`src/sv/tccu_pkg.sv`:
```
// ----------------------------------------------------------------------------
// Text console cursor engine package
// Shared types, character codes and glyph codes for the cursor engine.
// ----------------------------------------------------------------------------
package tccu_pkg;

  // Widths of the result position fields and of the cursor state.
  localparam int POS_X_W = 11;
  localparam int POS_Y_W = 10;

  // Width of the internal position arithmetic. It covers a cursor position
  // plus the largest tab advance and the largest supported screen size.
  localparam int CALC_W = 14;

  // Command sequencer step counter width (at most five commands a request).
  localparam int STEP_W = 3;

  typedef logic [POS_X_W-1:0] pos_x_t;
  typedef logic [POS_Y_W-1:0] pos_y_t;
  typedef logic [CALC_W-1:0]  calc_t;
  typedef logic [STEP_W-1:0]  step_t;
  typedef logic [31:0]        colour_t;

  // Configuration register indexes.
  localparam logic REG_FG_COLOUR = 1'b0;
  localparam logic REG_BG_COLOUR = 1'b1;

  // Request types on the input side.
  localparam logic REQ_PUT   = 1'b0;
  localparam logic REQ_CLEAR = 1'b1;

  // Command kinds on the result side.
  localparam logic KIND_GLYPH = 1'b0;
  localparam logic KIND_FILL  = 1'b1;

  // Control characters with special handling.
  localparam logic [7:0] CHAR_BACKSPACE = 8'd8;
  localparam logic [7:0] CHAR_TAB       = 8'd9;
  localparam logic [7:0] CHAR_NEWLINE   = 8'd10;
  localparam logic [7:0] CHAR_RETURN    = 8'd13;

  // Glyph codes used by the engine itself.
  localparam logic [7:0] GLYPH_NONE   = 8'd0;
  localparam logic [7:0] GLYPH_ERASE  = 8'd8;
  localparam logic [7:0] GLYPH_SPACE  = 8'd32;
  localparam logic [7:0] GLYPH_CURSOR = 8'd95;

  // Reset values of the colour registers.
  localparam colour_t FG_COLOUR_RESET = 32'hFFFF_FFFF;
  localparam colour_t BG_COLOUR_RESET = 32'h0000_0000;

  // Request class decided by the front end.
  typedef enum logic [2:0] {
    OP_CLEAR,
    OP_NEWLINE,
    OP_BACKSPACE,
    OP_TAB,
    OP_RETURN,
    OP_PRINT
  } op_e;

  // Classified request word passed from front to back.
  typedef struct packed {
    op_e        op;
    logic [7:0] char_code;
  } req_t;

  // One draw command word.
  typedef struct packed {
    logic    kind;
    pos_x_t  pos_x;
    pos_y_t  pos_y;
    logic [7:0] glyph;
    colour_t colour;
    logic    last;
  } cmd_t;

  // Remainder of an 11-bit column by five. Since 16 is 1 modulo 5, the
  // nibble sum keeps the remainder; a second fold and a short compare chain
  // finish the reduction.
  function automatic logic [2:0] mod5_x(input pos_x_t x);
    logic [5:0] nib_sum;
    logic [4:0] fold;
    nib_sum = 6'(x[3:0]) + 6'(x[7:4]) + 6'(x[10:8]);
    fold    = 5'(nib_sum[3:0]) + 5'(nib_sum[5:4]);
    if (fold >= 5'd15) begin
      fold = fold - 5'd15;
    end else if (fold >= 5'd10) begin
      fold = fold - 5'd10;
    end else if (fold >= 5'd5) begin
      fold = fold - 5'd5;
    end
    return fold[2:0];
  endfunction

endpackage

```
`src/sv/text_console_cursor_engine_unit.sv`:
```
// ----------------------------------------------------------------------------
// Text console cursor engine
// Turns character and clear-screen requests into glyph draw and screen fill
// commands while tracking a pixel cursor.
//
//   Channel   Handshake            Word
//   request   push / full          req_type_i, char_code_i
//   result    empty / pop          cmd_kind_o, pos_x_o, pos_y_o, glyph_o,
//                                  draw_colour_o, last_cmd_o
//   config    valid / ready        cfg_index_i, cfg_data_i
//
// A request produces one command for a clear, two for carriage return,
// three for newline and printable characters, four for tab and five for
// backspace. The command sequencer sets these figures.
// The front takes a new request word every cycle while its two-entry queue
// has room. Reset homes the cursor, loads the default colours and empties
// both queues. A stalled result queue halts the sequencer, which then fills
// the request queue and raises full.
// ----------------------------------------------------------------------------
module text_console_cursor_engine_unit #(
  parameter int CELL_WIDTH        = 8,
  parameter int CELL_HEIGHT       = 8,
  parameter int SCREEN_PIX_WIDTH  = 1024,
  parameter int SCREEN_PIX_HEIGHT = 768
) (
  input  logic        clk_i,
  input  logic        rst_ni,
  // Request side.
  input  logic        push,
  output logic        full,
  input  logic        req_type_i,
  input  logic [7:0]  char_code_i,
  // Result side.
  output logic        empty,
  input  logic        pop,
  output logic        cmd_kind_o,
  output logic [10:0] pos_x_o,
  output logic [9:0]  pos_y_o,
  output logic [7:0]  glyph_o,
  output logic [31:0] draw_colour_o,
  output logic        last_cmd_o,
  // Configuration side.
  input  logic        cfg_valid_i,
  output logic        cfg_ready_o,
  input  logic        cfg_index_i,
  input  logic [31:0] cfg_data_i
);

  tccu_pkg::colour_t fg_colour_q, fg_colour_d;
  tccu_pkg::colour_t bg_colour_q, bg_colour_d;
  logic              head_valid;
  tccu_pkg::req_t    head;
  logic              head_pop;
  logic              cmd_valid;
  logic              cmd_ready;
  tccu_pkg::cmd_t    cmd;
  tccu_pkg::cmd_t    res;

  // Colour registers, always writable.
  assign cfg_ready_o = 1'b1;

  always_comb begin
    fg_colour_d = fg_colour_q;
    bg_colour_d = bg_colour_q;
    if (cfg_valid_i) begin
      unique case (cfg_index_i)
        tccu_pkg::REG_FG_COLOUR: fg_colour_d = cfg_data_i;
        tccu_pkg::REG_BG_COLOUR: bg_colour_d = cfg_data_i;
        default:                 fg_colour_d = fg_colour_q;
      endcase
    end
  end

  always_ff @(posedge clk_i or negedge rst_ni) begin
    if (!rst_ni) begin
      fg_colour_q <= tccu_pkg::FG_COLOUR_RESET;
      bg_colour_q <= tccu_pkg::BG_COLOUR_RESET;
    end else begin
      fg_colour_q <= fg_colour_d;
      bg_colour_q <= bg_colour_d;
    end
  end

  // Front end: classify and queue requests.
  tccu_front u_front (
    .clk_i        (clk_i),
    .rst_ni       (rst_ni),
    .push         (push),
    .full         (full),
    .req_type_i   (req_type_i),
    .char_code_i  (char_code_i),
    .head_valid_o (head_valid),
    .head_o       (head),
    .head_pop_i   (head_pop)
  );

  // Back end: cursor tracking and command sequencing.
  tccu_back #(
    .CELL_WIDTH        (CELL_WIDTH),
    .CELL_HEIGHT       (CELL_HEIGHT),
    .SCREEN_PIX_WIDTH  (SCREEN_PIX_WIDTH),
    .SCREEN_PIX_HEIGHT (SCREEN_PIX_HEIGHT)
  ) u_back (
    .clk_i        (clk_i),
    .rst_ni       (rst_ni),
    .head_valid_i (head_valid),
    .head_i       (head),
    .head_pop_o   (head_pop),
    .fg_colour_i  (fg_colour_q),
    .bg_colour_i  (bg_colour_q),
    .cmd_valid_o  (cmd_valid),
    .cmd_o        (cmd),
    .cmd_ready_i  (cmd_ready)
  );

  // Result queue toward the consumer.
  tccu_out_fifo u_out_fifo (
    .clk_i      (clk_i),
    .rst_ni     (rst_ni),
    .wr_valid_i (cmd_valid),
    .wr_data_i  (cmd),
    .wr_ready_o (cmd_ready),
    .empty      (empty),
    .rd_data_o  (res),
    .pop        (pop)
  );

  assign cmd_kind_o    = res.kind;
  assign pos_x_o       = res.pos_x;
  assign pos_y_o       = res.pos_y;
  assign glyph_o       = res.glyph;
  assign draw_colour_o = res.colour;
  assign last_cmd_o    = res.last;

endmodule

```
`src/sv/tccu_front.sv`:
```
// ----------------------------------------------------------------------------
// Cursor engine front end
// Accepts request words, classifies them and holds them in a two-entry
// queue until the back end has issued all of their commands.
// ----------------------------------------------------------------------------
module tccu_front (
  input  logic             clk_i,
  input  logic             rst_ni,
  input  logic             push,
  output logic             full,
  input  logic             req_type_i,
  input  logic [7:0]       char_code_i,
  output logic             head_valid_o,
  output tccu_pkg::req_t   head_o,
  input  logic             head_pop_i
);

  tccu_pkg::req_t mem_q [2];
  logic           wr_ptr_q, wr_ptr_d;
  logic           rd_ptr_q, rd_ptr_d;
  logic [1:0]     count_q, count_d;
  logic           wr_en;
  logic           rd_en;
  tccu_pkg::req_t req_class;

  // Classify the incoming word.
  always_comb begin
    req_class.char_code = char_code_i;
    if (req_type_i == tccu_pkg::REQ_CLEAR) begin
      req_class.op = tccu_pkg::OP_CLEAR;
    end else begin
      unique case (char_code_i)
        tccu_pkg::CHAR_NEWLINE:   req_class.op = tccu_pkg::OP_NEWLINE;
        tccu_pkg::CHAR_BACKSPACE: req_class.op = tccu_pkg::OP_BACKSPACE;
        tccu_pkg::CHAR_TAB:       req_class.op = tccu_pkg::OP_TAB;
        tccu_pkg::CHAR_RETURN:    req_class.op = tccu_pkg::OP_RETURN;
        default:                  req_class.op = tccu_pkg::OP_PRINT;
      endcase
    end
  end

  // Queue pointers and fill count.
  assign full         = (count_q == 2'd2);
  assign head_valid_o = (count_q != 2'd0);
  assign head_o       = mem_q[rd_ptr_q];
  assign wr_en        = push && !full;
  assign rd_en        = head_pop_i && head_valid_o;

  always_comb begin
    wr_ptr_d = wr_ptr_q ^ wr_en;
    rd_ptr_d = rd_ptr_q ^ rd_en;
    count_d  = count_q + 2'(wr_en) - 2'(rd_en);
  end

  always_ff @(posedge clk_i or negedge rst_ni) begin
    if (!rst_ni) begin
      wr_ptr_q <= 1'b0;
      rd_ptr_q <= 1'b0;
      count_q  <= 2'd0;
    end else begin
      wr_ptr_q <= wr_ptr_d;
      rd_ptr_q <= rd_ptr_d;
      count_q  <= count_d;
    end
  end

  // Request storage.
  always_ff @(posedge clk_i) begin
    if (wr_en) begin
      mem_q[wr_ptr_q] <= req_class;
    end
  end

endmodule

```
`src/sv/tccu_back.sv`:
```
// ----------------------------------------------------------------------------
// Cursor engine back end
// Holds the pixel cursor and steps through the draw commands of the request
// at the head of the front queue, one command word per cycle unless stalled.
// ----------------------------------------------------------------------------
module tccu_back #(
  parameter int CELL_WIDTH        = 8,
  parameter int CELL_HEIGHT       = 8,
  parameter int SCREEN_PIX_WIDTH  = 1024,
  parameter int SCREEN_PIX_HEIGHT = 768
) (
  input  logic              clk_i,
  input  logic              rst_ni,
  input  logic              head_valid_i,
  input  tccu_pkg::req_t    head_i,
  output logic              head_pop_o,
  input  tccu_pkg::colour_t fg_colour_i,
  input  tccu_pkg::colour_t bg_colour_i,
  output logic              cmd_valid_o,
  output tccu_pkg::cmd_t    cmd_o,
  input  logic              cmd_ready_i
);

  localparam tccu_pkg::calc_t CellW   = tccu_pkg::calc_t'(CELL_WIDTH);
  localparam tccu_pkg::calc_t CellH   = tccu_pkg::calc_t'(CELL_HEIGHT);
  localparam tccu_pkg::calc_t ScrW    = tccu_pkg::calc_t'(SCREEN_PIX_WIDTH);
  localparam tccu_pkg::calc_t ScrH    = tccu_pkg::calc_t'(SCREEN_PIX_HEIGHT);
  localparam tccu_pkg::calc_t LastCol = tccu_pkg::calc_t'(SCREEN_PIX_WIDTH - CELL_WIDTH);

  tccu_pkg::pos_x_t cursor_x_q, cursor_x_d;
  tccu_pkg::pos_y_t cursor_y_q, cursor_y_d;
  tccu_pkg::step_t  step_q, step_d;
  logic [2:0]       rem5_q, rem5_d;

  tccu_pkg::calc_t  xw, yw;
  tccu_pkg::calc_t  x_right;
  tccu_pkg::calc_t  y_down, y_next_row;
  tccu_pkg::calc_t  x_print, x_tab;
  tccu_pkg::calc_t  nx, ny;
  tccu_pkg::colour_t print_colour;
  logic             fire;

  // Current cursor widened for the position arithmetic.
  always_comb begin
    xw         = tccu_pkg::calc_t'(cursor_x_q);
    yw         = tccu_pkg::calc_t'(cursor_y_q);
    x_right    = xw + CellW;
    y_down     = yw + CellH;
    y_next_row = (y_down >= ScrH) ? '0 : y_down;
    x_print    = xw + CellW;
    x_tab      = xw + tccu_pkg::calc_t'(3'd4 - rem5_q) * CellW;
  end

  // Cursor position after the request at the head of the queue.
  always_comb begin
    nx = xw;
    ny = yw;
    unique case (head_i.op)
      tccu_pkg::OP_CLEAR: begin
        nx = '0;
        ny = '0;
      end
      tccu_pkg::OP_NEWLINE: begin
        nx = '0;
        ny = y_next_row;
      end
      tccu_pkg::OP_BACKSPACE: begin
        if (xw >= CellW) begin
          nx = xw - CellW;
        end else if (yw >= CellH) begin
          nx = LastCol;
          ny = yw - CellH;
        end
      end
      tccu_pkg::OP_TAB: begin
        if (x_tab >= ScrW) begin
          nx = '0;
          ny = y_next_row;
        end else begin
          nx = x_tab;
        end
      end
      tccu_pkg::OP_RETURN: begin
        nx = '0;
      end
      tccu_pkg::OP_PRINT: begin
        if (x_print >= ScrW) begin
          nx = '0;
          ny = y_next_row;
        end else begin
          nx = x_print;
        end
      end
      default: begin
        nx = xw;
        ny = yw;
      end
    endcase
  end

  // Spaces print in the background colour, everything else in foreground.
  assign print_colour = (head_i.char_code == tccu_pkg::GLYPH_SPACE) ? bg_colour_i : fg_colour_i;

  // Command word for the current step.
  always_comb begin
    cmd_o.kind   = tccu_pkg::KIND_GLYPH;
    cmd_o.pos_x  = cursor_x_q;
    cmd_o.pos_y  = cursor_y_q;
    cmd_o.glyph  = tccu_pkg::GLYPH_ERASE;
    cmd_o.colour = bg_colour_i;
    cmd_o.last   = 1'b0;
    case (step_q)
      tccu_pkg::step_t'(0): begin
        if (head_i.op == tccu_pkg::OP_CLEAR) begin
          cmd_o.kind  = tccu_pkg::KIND_FILL;
          cmd_o.pos_x = '0;
          cmd_o.pos_y = '0;
          cmd_o.glyph = tccu_pkg::GLYPH_NONE;
          cmd_o.last  = 1'b1;
        end
      end
      tccu_pkg::step_t'(1): begin
        cmd_o.pos_x  = tccu_pkg::pos_x_t'(x_right);
        cmd_o.glyph  = tccu_pkg::GLYPH_CURSOR;
        cmd_o.colour = fg_colour_i;
        cmd_o.last   = (head_i.op == tccu_pkg::OP_RETURN);
      end
      tccu_pkg::step_t'(2): begin
        cmd_o.pos_x = tccu_pkg::pos_x_t'(x_right);
        if (head_i.op == tccu_pkg::OP_TAB) begin
          cmd_o.glyph = tccu_pkg::GLYPH_SPACE;
        end else if (head_i.op == tccu_pkg::OP_PRINT) begin
          cmd_o.pos_x  = cursor_x_q;
          cmd_o.glyph  = head_i.char_code;
          cmd_o.colour = print_colour;
        end
        cmd_o.last = (head_i.op == tccu_pkg::OP_NEWLINE) || (head_i.op == tccu_pkg::OP_PRINT);
      end
      tccu_pkg::step_t'(3): begin
        cmd_o.pos_x = tccu_pkg::pos_x_t'(nx);
        cmd_o.pos_y = tccu_pkg::pos_y_t'(ny);
        if (head_i.op == tccu_pkg::OP_TAB) begin
          cmd_o.glyph  = tccu_pkg::GLYPH_CURSOR;
          cmd_o.colour = fg_colour_i;
          cmd_o.last   = 1'b1;
        end else begin
          cmd_o.glyph = tccu_pkg::GLYPH_SPACE;
        end
      end
      default: begin
        cmd_o.pos_x  = tccu_pkg::pos_x_t'(nx);
        cmd_o.pos_y  = tccu_pkg::pos_y_t'(ny);
        cmd_o.glyph  = tccu_pkg::GLYPH_CURSOR;
        cmd_o.colour = fg_colour_i;
        cmd_o.last   = 1'b1;
      end
    endcase
  end

  // Issue one word per cycle while the result queue has room.
  assign cmd_valid_o = head_valid_i;
  assign fire        = head_valid_i && cmd_ready_i;
  assign head_pop_o  = fire && cmd_o.last;

  always_comb begin
    cursor_x_d = cursor_x_q;
    cursor_y_d = cursor_y_q;
    step_d     = step_q;
    rem5_d     = rem5_q;
    if (fire) begin
      if (step_q == '0) begin
        rem5_d = tccu_pkg::mod5_x(cursor_x_q);
      end
      if (cmd_o.last) begin
        cursor_x_d = tccu_pkg::pos_x_t'(nx);
        cursor_y_d = tccu_pkg::pos_y_t'(ny);
        step_d     = '0;
      end else begin
        step_d = step_q + tccu_pkg::step_t'(1);
      end
    end
  end

  always_ff @(posedge clk_i or negedge rst_ni) begin
    if (!rst_ni) begin
      cursor_x_q <= '0;
      cursor_y_q <= '0;
      step_q     <= '0;
    end else begin
      cursor_x_q <= cursor_x_d;
      cursor_y_q <= cursor_y_d;
      step_q     <= step_d;
    end
  end

  // Column remainder, taken on the first command of each request.
  always_ff @(posedge clk_i) begin
    rem5_q <= rem5_d;
  end

endmodule

```
`src/sv/tccu_out_fifo.sv`:
```
// ----------------------------------------------------------------------------
// Cursor engine result queue
// Two-entry queue that separates the command sequencer from the consumer.
// ----------------------------------------------------------------------------
module tccu_out_fifo (
  input  logic           clk_i,
  input  logic           rst_ni,
  input  logic           wr_valid_i,
  input  tccu_pkg::cmd_t wr_data_i,
  output logic           wr_ready_o,
  output logic           empty,
  output tccu_pkg::cmd_t rd_data_o,
  input  logic           pop
);

  tccu_pkg::cmd_t mem_q [2];
  logic           wr_ptr_q, wr_ptr_d;
  logic           rd_ptr_q, rd_ptr_d;
  logic [1:0]     count_q, count_d;
  logic           wr_en;
  logic           rd_en;

  // Pointer and fill count update.
  assign wr_ready_o = (count_q != 2'd2);
  assign empty      = (count_q == 2'd0);
  assign rd_data_o  = mem_q[rd_ptr_q];
  assign wr_en      = wr_valid_i && wr_ready_o;
  assign rd_en      = pop && !empty;

  always_comb begin
    wr_ptr_d = wr_ptr_q ^ wr_en;
    rd_ptr_d = rd_ptr_q ^ rd_en;
    count_d  = count_q + 2'(wr_en) - 2'(rd_en);
  end

  always_ff @(posedge clk_i or negedge rst_ni) begin
    if (!rst_ni) begin
      wr_ptr_q <= 1'b0;
      rd_ptr_q <= 1'b0;
      count_q  <= 2'd0;
    end else begin
      wr_ptr_q <= wr_ptr_d;
      rd_ptr_q <= rd_ptr_d;
      count_q  <= count_d;
    end
  end

  // Command word storage.
  always_ff @(posedge clk_i) begin
    if (wr_en) begin
      mem_q[wr_ptr_q] <= wr_data_i;
    end
  end

endmodule

```
`config.mk`:
```
export PLATFORM = sky130hd
export DESIGN_NAME = text_console_cursor_engine_unit
export DESIGN_NICKNAME = d
export VERILOG_FILES = /design/src/sv/tccu_pkg.sv /design/src/sv/text_console_cursor_engine_unit.sv /design/src/sv/tccu_front.sv /design/src/sv/tccu_back.sv /design/src/sv/tccu_out_fifo.sv
export SDC_FILE = /design/constraint.sdc
export NUM_CORES = 1
export LEC_CHECK = 0
export ABC_AREA = 1
export BUFFER_PORTS_ARGS = -buffer_cell sky130_fd_sc_hd__buf_2
export CAP_MARGIN = 30
export CORE_UTILIZATION = 55
export CTS_CLUSTER_SIZE = 20
export DETAILED_ROUTE_END_ITERATION = 7
export PLACE_DENSITY = 0.8
export RECOVER_POWER = 50
export SYNTH_ARGS = -nofsm -noshare
export SYNTH_HDL_FRONTEND = slang
export SYNTH_SLANG_ARGS = --single-unit
```
`constraint.sdc`:
```
create_clock -name clk_i -period 4.4 [get_ports clk_i]
set_input_delay 0.44 -clock clk_i [delete_from_list [all_inputs] [get_ports clk_i]]
set_output_delay 0.44 -clock clk_i [all_outputs]
set_load 0.1 [all_outputs]
```
==> results of run 1 <==
final cells by class:
| type | count | area (um2) |
|---|---|---|
| Clock buffer | 36 | 770.7 |
| Clock inverter | 12 | 98.84 |
| Fill cell | 1905 | 8690 |
| Inverter | 182 | 688.2 |
| Multi-Input combinational cell | 1031 | 5207 |
| Sequential cell | 247 | 6980 |
| Tap cell | 319 | 399.1 |
| Timing Repair Buffer | 126 | 638.1 |
stage by stage:
step	hold WS [ps]	instance area, um2	worst slack, ps	cells
after floorplan	144.4	13130	338.6	1511
after global placement	465.6	13960	203.3	1904
after detailed placement	473.9	13960	138.6	1904
after CTS	31.12	14830	103.7	1952
after global routing	131.4	14780	42.80	1953
final	132.0	14780	274.9	1953
path summary, 6_finish.rpt:
kind | to | cells after the start
worst max-delay path | u_back.rem5_q[0]$_DFFE_PP_ | 22
worst min-delay path | fg_colour_q[18]$_DFFE_PN1P_ | 3
worst max register to register | u_back.rem5_q[0]$_DFFE_PP_ | 22
worst min register to register | bg_colour_q[30]$_DFFE_PN0P_ | 2
max in group asynchronous | u_back.cursor_y_q[6]$_DFFE_PN0P_ | 2
min in group asynchronous | bg_colour_q[19]$_DFFE_PN0P_ | 1
kinds of logic after synthesis:
family          count (synthesis)  synth area share
simple gates                  781            0.2559
flops                         247            0.5316
buf+inv                       233           0.07235
compound gates                171           0.07150
fa+ha+maj                      49           0.04900
xor+xnor                       28           0.01868
other cells                     1         0.0002857
mux                             1         0.0007627
Yosys cell counts (all sizes together):
library cell  count  area share
a21o              1     0.00057
a21oi            17      0.0068
a221oi            1     0.00067
a31o              3      0.0020
a31oi             2     0.00095
and2              1     0.00048
buf              27       0.013
clkbuf           24      0.0069
clkinv            1     0.00029
conb              1     0.00029
dfrtp            64        0.12
dfstp            32       0.064
edfxtp          151        0.35
fa                4      0.0061
ha               45       0.043
inv             181       0.052
mux2i             1     0.00076
nand2           528        0.15
nand3           135       0.053
nand3b            4      0.0023
nand4            25       0.012
nor2             67       0.024
nor3              7      0.0027
nor3b             1     0.00057
nor4              4      0.0019
o211ai            8      0.0046
o21a              3      0.0017
o21ai           130       0.051
o21bai            1     0.00057
o22ai             5      0.0024
or2               9      0.0045
xnor2             7      0.0047
xor2             21       0.014
routing by layer:
layer / vias up / part of all wire
li1: 5145 / -
met1: 4983 / 0.43
met2: 408 / 0.48
met3: 57 / 0.070
met4: 0 / 0.025
met5: - / 0
worst max-delay path, delay by kind of cell, from the launching register on:
family,cells,cell delay [ps]
fa+ha+maj,6,1740
compound gates,2,260
buf+inv,4,260
simple gates,8,940
xor+xnor,2,250
flops,1,440
state kept, by name, indices dropped and copies added, names as in the netlist:
signal,flops
u_out_fifo.wr_ptr_q,1
bg_colour_q,32
fg_colour_q,32
u_back.step_q,3
u_front.rd_ptr_q,1
u_front.wr_ptr_q,1
u_out_fifo.count_q,2
u_back.cursor_y_q,10
u_back.rem5_q,3
u_front.mem_q,22
u_out_fifo.rd_ptr_q,1
u_front.count_q,2
u_back.cursor_x_q,11
u_out_fifo.mem_q,126
repair_timing:
item / 4_1_cts / 5_1_grt
resized for setup: 0 / 7
buffers inserted: 0 / 1
endpoints found under the setup margin: 0 / 3
==> flow_summary.rst, run 1 <==
.. list-table::
   :header-rows: 1

   * - Metric
     - Value
   * - TritonCTS clock tree
     - built
   * - Mapped Avg Cell Area
     - 8.686 um2
   * - Worst slew margin relative to its limit
     - -1.423
   * - Total I/O pin count
     - 113
   * - Final min period
     - 4125 ps
   * - Tightest Pin Transition
     - 3634 ps
   * - Net count after synthesis
     - 1607
   * - Number of input and output port buffers inserted
     - 111
   * - Total core area
     - 23470 um2
   * - Synthesized instance count
     - 1511
   * - Detailed Place HPWL
     - 20470 um
   * - Leading cell types in the layout, fill and taps excluded
     - sky130_fd_sc_hd__nand2_1, sky130_fd_sc_hd__inv_1, sky130_fd_sc_hd__edfxtp_1
   * - Met1 Usage GRT
     - 0.3399
   * - GP Congestion
     - 0.9156
   * - FF+latch count, synth
     - 247
   * - Clock sink total
     - 247
   * - Critical Path AT
     - 4420 ps
   * - Die ar.
     - 24490 um2
   * - Clock H-tree levels
     - 1
   * - Average wire per cell in the routed design
     - 15.93 um
   * - Global route hottest layer
     - met2
   * - Final Cycle Share
     - 0.9375
   * - Site Rows
     - 56
   * - DRT Pass-1 Iters
     - 5
   * - CTS buffer count
     - 26
   * - Post-cts hold buffer count
     - 0
   * - Via Count
     - 10590
   * - Layout cell share with drive strength beyond 1
     - 0.1457
   * - Failing checks
     - capacitance limit, slew limit
   * - Starting DRC count in detailed routing
     - 957
   * - Remaining global-route overflow
     - 0
   * - Leading cell type in the layout, fill and taps excluded
     - sky130_fd_sc_hd__nand2_1
   * - Startpoint kind of the worst setup timing path
     - flip-flop
   * - Count of warnings emitted by yosys
     - 0
   * - Type of the worst setup path
     - reg -> reg
   * - Highest Clock Rate
     - 0.2424 GHz
   * - Sort of element at the end of the critical path
     - flip-flop
   * - Worst setup skew after layout
     - 27.20 ps
   * - Met2 routing resource usage after global routing
     - 0.4388
   * - Portion of the post-synthesis area used by sequential elements
     - 0.5316
   * - Die H
     - 156.5 um
   * - Pin count of the biggest net entering global routing
     - 65
   * - Setup TNS after final layout
     - 0 ps
   * - Result of the run
     - finished, violations left
   * - Number of max-slew violations in the final report
     - 243
   * - First-pass GRT wire length
     - 49730 um
   * - Initial antenna violation count
     - 1
   * - DRC viols
     - 0
   * - Tightest Hold Check Type
     - in -> reg
   * - Combined area of all synthesized cells
     - 13130 um2
   * - N_diodes
     - 0
   * - Register-to-register setup slack
     - 270 ps
   * - Max-cap violations
     - 4
   * - Routed Antenna Nets
     - 0
   * - Endpoint required time on the critical path
     - 4690 ps
   * - Startpoint of the tightest hold check path
     - cfg_data_i[18]
   * - Start point of the critical path
     - u_back.cursor_x_q[0]$_DFFE_PN0P_
   * - Met3 GRT Util
     - 0.03434
   * - CTS root buffer
     - sky130_fd_sc_hd__clkbuf_16
   * - Most common cell type on the critical path
     - sky130_fd_sc_hd__nand2_1
   * - Die Wd
     - 156.5 um
   * - Starting Density
     - 0.5592
   * - Total global-route track usage
     - 0.2573
   * - Maximum fanout along the worst path
     - 6
   * - CTS clock-pin slew for the worst setup and hold paths
     - 60 ps
   * - Final Routed Wirelength
     - 31100 um
   * - Final cell utilization of the core
     - 0.6298
   * - Detailed-route vias per instance
     - 5.424
   * - Clock latency on the worst-skew pair
     - 540 ps
   * - Crit path cell chain
     - ha_1, fa_2, xor2_2, ha_1, nand2_1, inv_1, o21ai_1, xnor2_1, ha_1, fa_2, or2_2, nand2_1, inv_1, ha_1, a21oi_1, nand2_1, inv_1, nand3_1, nand2_1, nand3_1, nand2_1, inv_1
   * - Yosys cell types
     - 51
   * - Slowest CP cell
     - sky130_fd_sc_hd__dfrtp_2
   * - Area Growth Syn to Fin
     - 12.63%
   * - Longest Clk Path Bufs
     - 3
   * - Largest stage delay on the critical path
     - 440 ps
   * - Nets
     - 1710
   * - RSZ-0062 raised after global routing
     - no
   * - Number of failing hold endpoints at the final stage
     - 0
   * - R2R Path Start
     - u_back.cursor_x_q[0]$_DFFE_PN0P_
   * - Number of global-route vias before repair
     - 10050
   * - Setup violations, final
     - 0
Power of run 1 is not shown: default switching activity piles up to over one toggle a cycle in this logic, so the estimate is an artifact.
==> run 2, diff against run 1 <==
--- a/config.mk
+++ b/config.mk
@@ -5,14 +5,14 @@
 export SDC_FILE = /design/constraint.sdc
 export NUM_CORES = 1
 export LEC_CHECK = 0
-export ABC_AREA = 1
 export BUFFER_PORTS_ARGS = -buffer_cell sky130_fd_sc_hd__buf_2
-export CAP_MARGIN = 30
-export CORE_UTILIZATION = 55
+export CAP_MARGIN = 0
+export CORE_UTILIZATION = 54
 export CTS_CLUSTER_SIZE = 20
 export DETAILED_ROUTE_END_ITERATION = 7
-export PLACE_DENSITY = 0.8
+export PLACE_DENSITY = 0.79
 export RECOVER_POWER = 50
+export SLEW_MARGIN = 20
 export SYNTH_ARGS = -nofsm -noshare
 export SYNTH_HDL_FRONTEND = slang
 export SYNTH_SLANG_ARGS = --single-unit
==> run 2 against run 1 <==
  * The flow still finishes with violations (capacitance limit, slew limit)
  * Synthesized area decreased by 5.1%
  * Synthesized cell count decreased by 35%
  * Non-clock buffer count increased by 13
  * Sequential share of layout area increased by 2.3 points
  * Design area decreased by 4.7%
  * Worst setup slack got worse by 43 ps
  * Flip-flop and latch count unchanged
  * Critical path depth decreased by 7
  * Highest routed layer unchanged
==> flow_summary.rst, run 2 <==
.. list-table::
   :header-rows: 1

   * - Metric
     - Value
   * - Critical Path AT
     - 4440 ps (was 4420 ps)
   * - Slowest CP cell
     - sky130_fd_sc_hd__fa_2 (was sky130_fd_sc_hd__dfrtp_2)
   * - Max reg flops
     - 126 (unchanged)
   * - CTS root buffer
     - sky130_fd_sc_hd__clkbuf_16 (unchanged)
   * - Most common cell in the synthesized netlist
     - sky130_fd_sc_hd__edfxtp_1 (was sky130_fd_sc_hd__nand2_1)
   * - DRT Pass-1 Iters
     - 5 (unchanged)
   * - CP Buf/Inv Count
     - 1 (was 4)
   * - Total global-route track usage
     - 0.2330 (was 0.2573)
   * - Tightest Pin Transition
     - 3560 ps (was 3634 ps)
   * - N_diodes
     - 0 (unchanged)
   * - Most common cell type on the critical path
     - sky130_fd_sc_hd__ha_1 (was sky130_fd_sc_hd__nand2_1)
   * - Area Growth Syn to Fin
     - 13.11% (was 12.63%)
   * - Combined area of all synthesized cells
     - 12450 um2 (was 13130 um2)
   * - Synth top area share
     - 0.3641 (was 0.3455)
   * - Average wire per cell in the routed design
     - 19.62 um (was 15.93 um)
   * - Sort of element at the end of the critical path
     - flip-flop (unchanged)
   * - Clock H-tree levels
     - 1 (unchanged)
   * - Net count after synthesis
     - 1080 (was 1607)
   * - Leading cell types in the layout, fill and taps excluded
     - sky130_fd_sc_hd__edfxtp_1, sky130_fd_sc_hd__mux2_2, sky130_fd_sc_hd__buf_2 (was sky130_fd_sc_hd__nand2_1, sky130_fd_sc_hd__inv_1, sky130_fd_sc_hd__edfxtp_1)
   * - Post-cts hold buffer count
     - 0 (unchanged)
   * - Final Routed Wirelength
     - 27520 um (was 31100 um)
   * - Clock latency on the worst-skew pair
     - 520 ps (was 540 ps)
   * - Number of enable-type register cells in the synthesized netlist
     - 151 (unchanged)
   * - Number of max-slew violations in the final report
     - 196 (was 243)
   * - Detailed-route vias per instance
     - 6.056 (was 5.424)
   * - Die Wd
     - 153.9 um (was 156.5 um)
   * - Share of synthesized registers carrying an async set or reset
     - 0.3887 (unchanged)
   * - Worst setup skew after layout
     - 14.43 ps (was 27.20 ps)
   * - Number of input and output port buffers inserted
     - 111 (unchanged)
   * - Dominant delay contributor by cell family on the critical path
     - adder cells (unchanged)
   * - Maximum fanout along the worst path
     - 5 (was 6)
   * - Endpoint of the worst-slack reg-to-reg timing path
     - u_back.rem5_q[1]$_DFFE_PP_ (was u_back.rem5_q[0]$_DFFE_PP_)
   * - Pre-CTS setup slack
     - -7.693 ps (was 138.6 ps)
   * - Final min period
     - 4168 ps (was 4125 ps)
   * - Count of warnings emitted by yosys
     - 0 (unchanged)
   * - Largest stage delay on the critical path
     - 600 ps (was 440 ps)
   * - CTS buffer count
     - 25 (was 26)
   * - Site Rows
     - 55 (was 56)
   * - TritonCTS clock tree
     - built (unchanged)
   * - Total I/O pin count
     - 113 (unchanged)
   * - Initial antenna violation count
     - 0 (was 1)
   * - Final worst slack
     - 231.6 ps (was 274.9 ps)
   * - Depth of the worst register-to-register path
     - 15 (was 22)
   * - Tightest Hold Check Type
     - in -> reg (unchanged)
   * - Setup violations, final
     - 0 (unchanged)
   * - Endpoint required time on the critical path
     - 4670 ps (was 4690 ps)
   * - Longest Clk Path Bufs
     - 3 (unchanged)
   * - Filler Cells Inserted
     - 1719 (was 1905)
   * - Worst Setup EP
     - u_back.rem5_q[1]$_DFFE_PP_ (was u_back.rem5_q[0]$_DFFE_PP_)
   * - Final Cycle Share
     - 0.9474 (was 0.9375)
   * - Setup TNS after final layout
     - 0 ps (unchanged)
   * - Portion of the post-synthesis area used by sequential elements
     - 0.5603 (was 0.5316)
   * - Commonest cells in the netlist
     - sky130_fd_sc_hd__edfxtp_1, sky130_fd_sc_hd__mux2_2, sky130_fd_sc_hd__dfrtp_1 (was sky130_fd_sc_hd__nand2_1, sky130_fd_sc_hd__inv_1, sky130_fd_sc_hd__edfxtp_1)
   * - GP Congestion
     - 0.9560 (was 0.9156)
   * - Detailed Place HPWL
     - 18530 um (was 20470 um)
   * - Remaining global-route overflow
     - 0 (unchanged)
   * - Largest registers in the final layout
     - u_out_fifo.mem_q (126), bg_colour_q (32), fg_colour_q (32) (unchanged)
   * - Clock sink total
     - 247 (unchanged)
   * - RSZ-0062 raised after global routing
     - no (unchanged)
   * - Mapped Avg Cell Area
     - 12.65 um2 (was 8.686 um2)
   * - Biggest register
     - u_out_fifo.mem_q (unchanged)
   * - Routed Antenna Nets
     - 0 (unchanged)
   * - Worst slew margin relative to its limit
     - -1.374 (was -1.423)
   * - Ranking of synthesized cells by area
     - sky130_fd_sc_hd__edfxtp_1, sky130_fd_sc_hd__dfrtp_1, sky130_fd_sc_hd__mux2_2 (was sky130_fd_sc_hd__edfxtp_1, sky130_fd_sc_hd__nand2_1, sky130_fd_sc_hd__dfrtp_1)
   * - First-pass GRT wire length
     - 43690 um (was 49730 um)
   * - Nets
     - 1196 (was 1710)
   * - Layout cell share with drive strength beyond 1
     - 0.3050 (was 0.1457)
   * - Failing checks
     - capacitance limit, slew limit (unchanged)
   * - Die H
     - 153.9 um (was 156.5 um)
   * - Highest Clock Rate
     - 0.2399 GHz (was 0.2424 GHz)
   * - Yosys cell types
     - 76 (was 51)
   * - Type of the worst setup path
     - reg -> reg (unchanged)
   * - Register-to-register setup slack
     - 230 ps (was 270 ps)
   * - CTS clock-pin slew for the worst setup and hold paths
     - 60 ps (about the same)
   * - Pin count of the biggest net entering global routing
     - 64 (was 65)
   * - Number of global-route vias before repair
     - 8481 (was 10050)
   * - Startpoint kind of the worst setup timing path
     - flip-flop (unchanged)
   * - Synthesized instance count
     - 984 (was 1511)
   * - Starting DRC count in detailed routing
     - 659 (was 957)
   * - Number of failing hold endpoints at the final stage
     - 0 (unchanged)
   * - Critical path depth in cells
     - 15 (was 22)
   * - FF+latch count, synth
     - 247 (unchanged)
   * - Start point of the critical path
     - u_back.cursor_x_q[0]$_DFFE_PN0P_ (unchanged)
   * - Cell taking the most area after synthesis
     - sky130_fd_sc_hd__edfxtp_1 (unchanged)
   * - Flip-flop cell with the highest count after synthesis
     - sky130_fd_sc_hd__edfxtp_1 (unchanged)
   * - Die ar.
     - 23670 um2 (was 24490 um2)
   * - Leading cell type in the layout, fill and taps excluded
     - sky130_fd_sc_hd__edfxtp_1 (was sky130_fd_sc_hd__nand2_1)
   * - Crit path cell chain
     - ha_1, fa_1, xor2_1, ha_1, a21oi_1, nor2_1, xnor2_1, ha_1, fa_2, inv_2, ha_1, a32o_1, a22oi_2, nor3_1, o31a_1 (was ha_1, fa_2, xor2_2, ha_1, nand2_1, inv_1, o21ai_1, xnor2_1, ha_1, fa_2, or2_2, nand2_1, inv_1, ha_1, a21oi_1, nand2_1, inv_1, nand3_1, nand2_1, nand3_1, nand2_1, inv_1)
   * - Result of the run
     - finished, violations left (unchanged)
   * - Via Count
     - 8497 (was 10590)
   * - R2R Path Start
     - u_back.cursor_x_q[0]$_DFFE_PN0P_ (unchanged)
   * - Total core area
     - 22640 um2 (was 23470 um2)
   * - DRC viols
     - 0 (unchanged)
   * - Starting Density
     - 0.5500 (was 0.5592)
   * - Max-cap violations
     - 5 (was 4)
[run 2: cell types whose count changed in the layout (fill, tap and decap cells not counted), sizes merged, moves of 24 or more]
cell / before / now
o21ai: 130 / 54
a22o: 0 / 34
nor2: 67 / 43
nand2: 528 / 48
inv: 181 / 38
mux2: 0 / 131
nand3: 135 / 23
[run 2: worst min path at each step]
stage,startpoint,endpoint,slack (ps),cells after the start
detailed placement,bg_colour_q[0]$_DFFE_PN0P_,bg_colour_q[0]$_DFFE_PN0P_,490,1
global route,char_code_i[7],u_front.mem_q[1][7]$_DFFE_PP_,160,1
CTS,rst_ni,bg_colour_q[20]$_DFFE_PN0P_,60,1
floorplan,rst_ni,bg_colour_q[0]$_DFFE_PN0P_,140,0
global placement,u_front.count_q[1]$_DFF_PN0_,u_front.count_q[1]$_DFF_PN0_,480,1
finish,char_code_i[6],u_front.mem_q[1][6]$_DFFE_PP_,160,1
[run 2: repair_timing]
action                                  CTS  global route
pin swaps                                 0             2
setup buffers                             0             2
gates resized for setup                   1             7
endpoints found under the setup margin    2             3
[run 2: routing by layer]
metal	up-vias	routed length, um	GRT usage
li1	3944	-	-
met1	4185	11710	0.3081
met3	58	1757	0.04059
met5	-	0	0
met2	310	13330	0.3926
met4	0	731	0.07238
[run 2: final cells by class]
cell class	instances	area, um2	area share
Clock inverter	7	28.78	0.002043
Inverter	39	146.4	0.01039
Tap cell	285	356.6	0.02532
Multi-Input combinational cell	648	5131	0.3643
Timing Repair Buffer	139	749.5	0.05321
Sequential cell	247	6977	0.4953
Clock buffer	38	695.7	0.04939
[run 2: cell families after synthesis]
| kind of cell | share of synthesized area |
|---|---|
| fa+ha+maj | 0.05165 |
| buf+inv | 0.02984 |
| mux | 0.1284 |
| other cells | 0.0003012 |
| flops | 0.5603 |
| compound gates | 0.1251 |
| xor+xnor | 0.01658 |
| simple gates | 0.08782 |
[run 2: through the flow]
stage	util	hold slack (ps)	instance area [um2]	std cells
final	0.6221	164.1	14080	1403
after global routing	0.6221	162.7	14080	1403
after CTS	0.6225	58.49	14090	1401
after detailed placement	0.5903	493.7	13360	1356
after global placement	0.5903	478.7	13360	1356
after floorplan	-	144.4	12450	984
Power of run 2 is left out for the same reason.
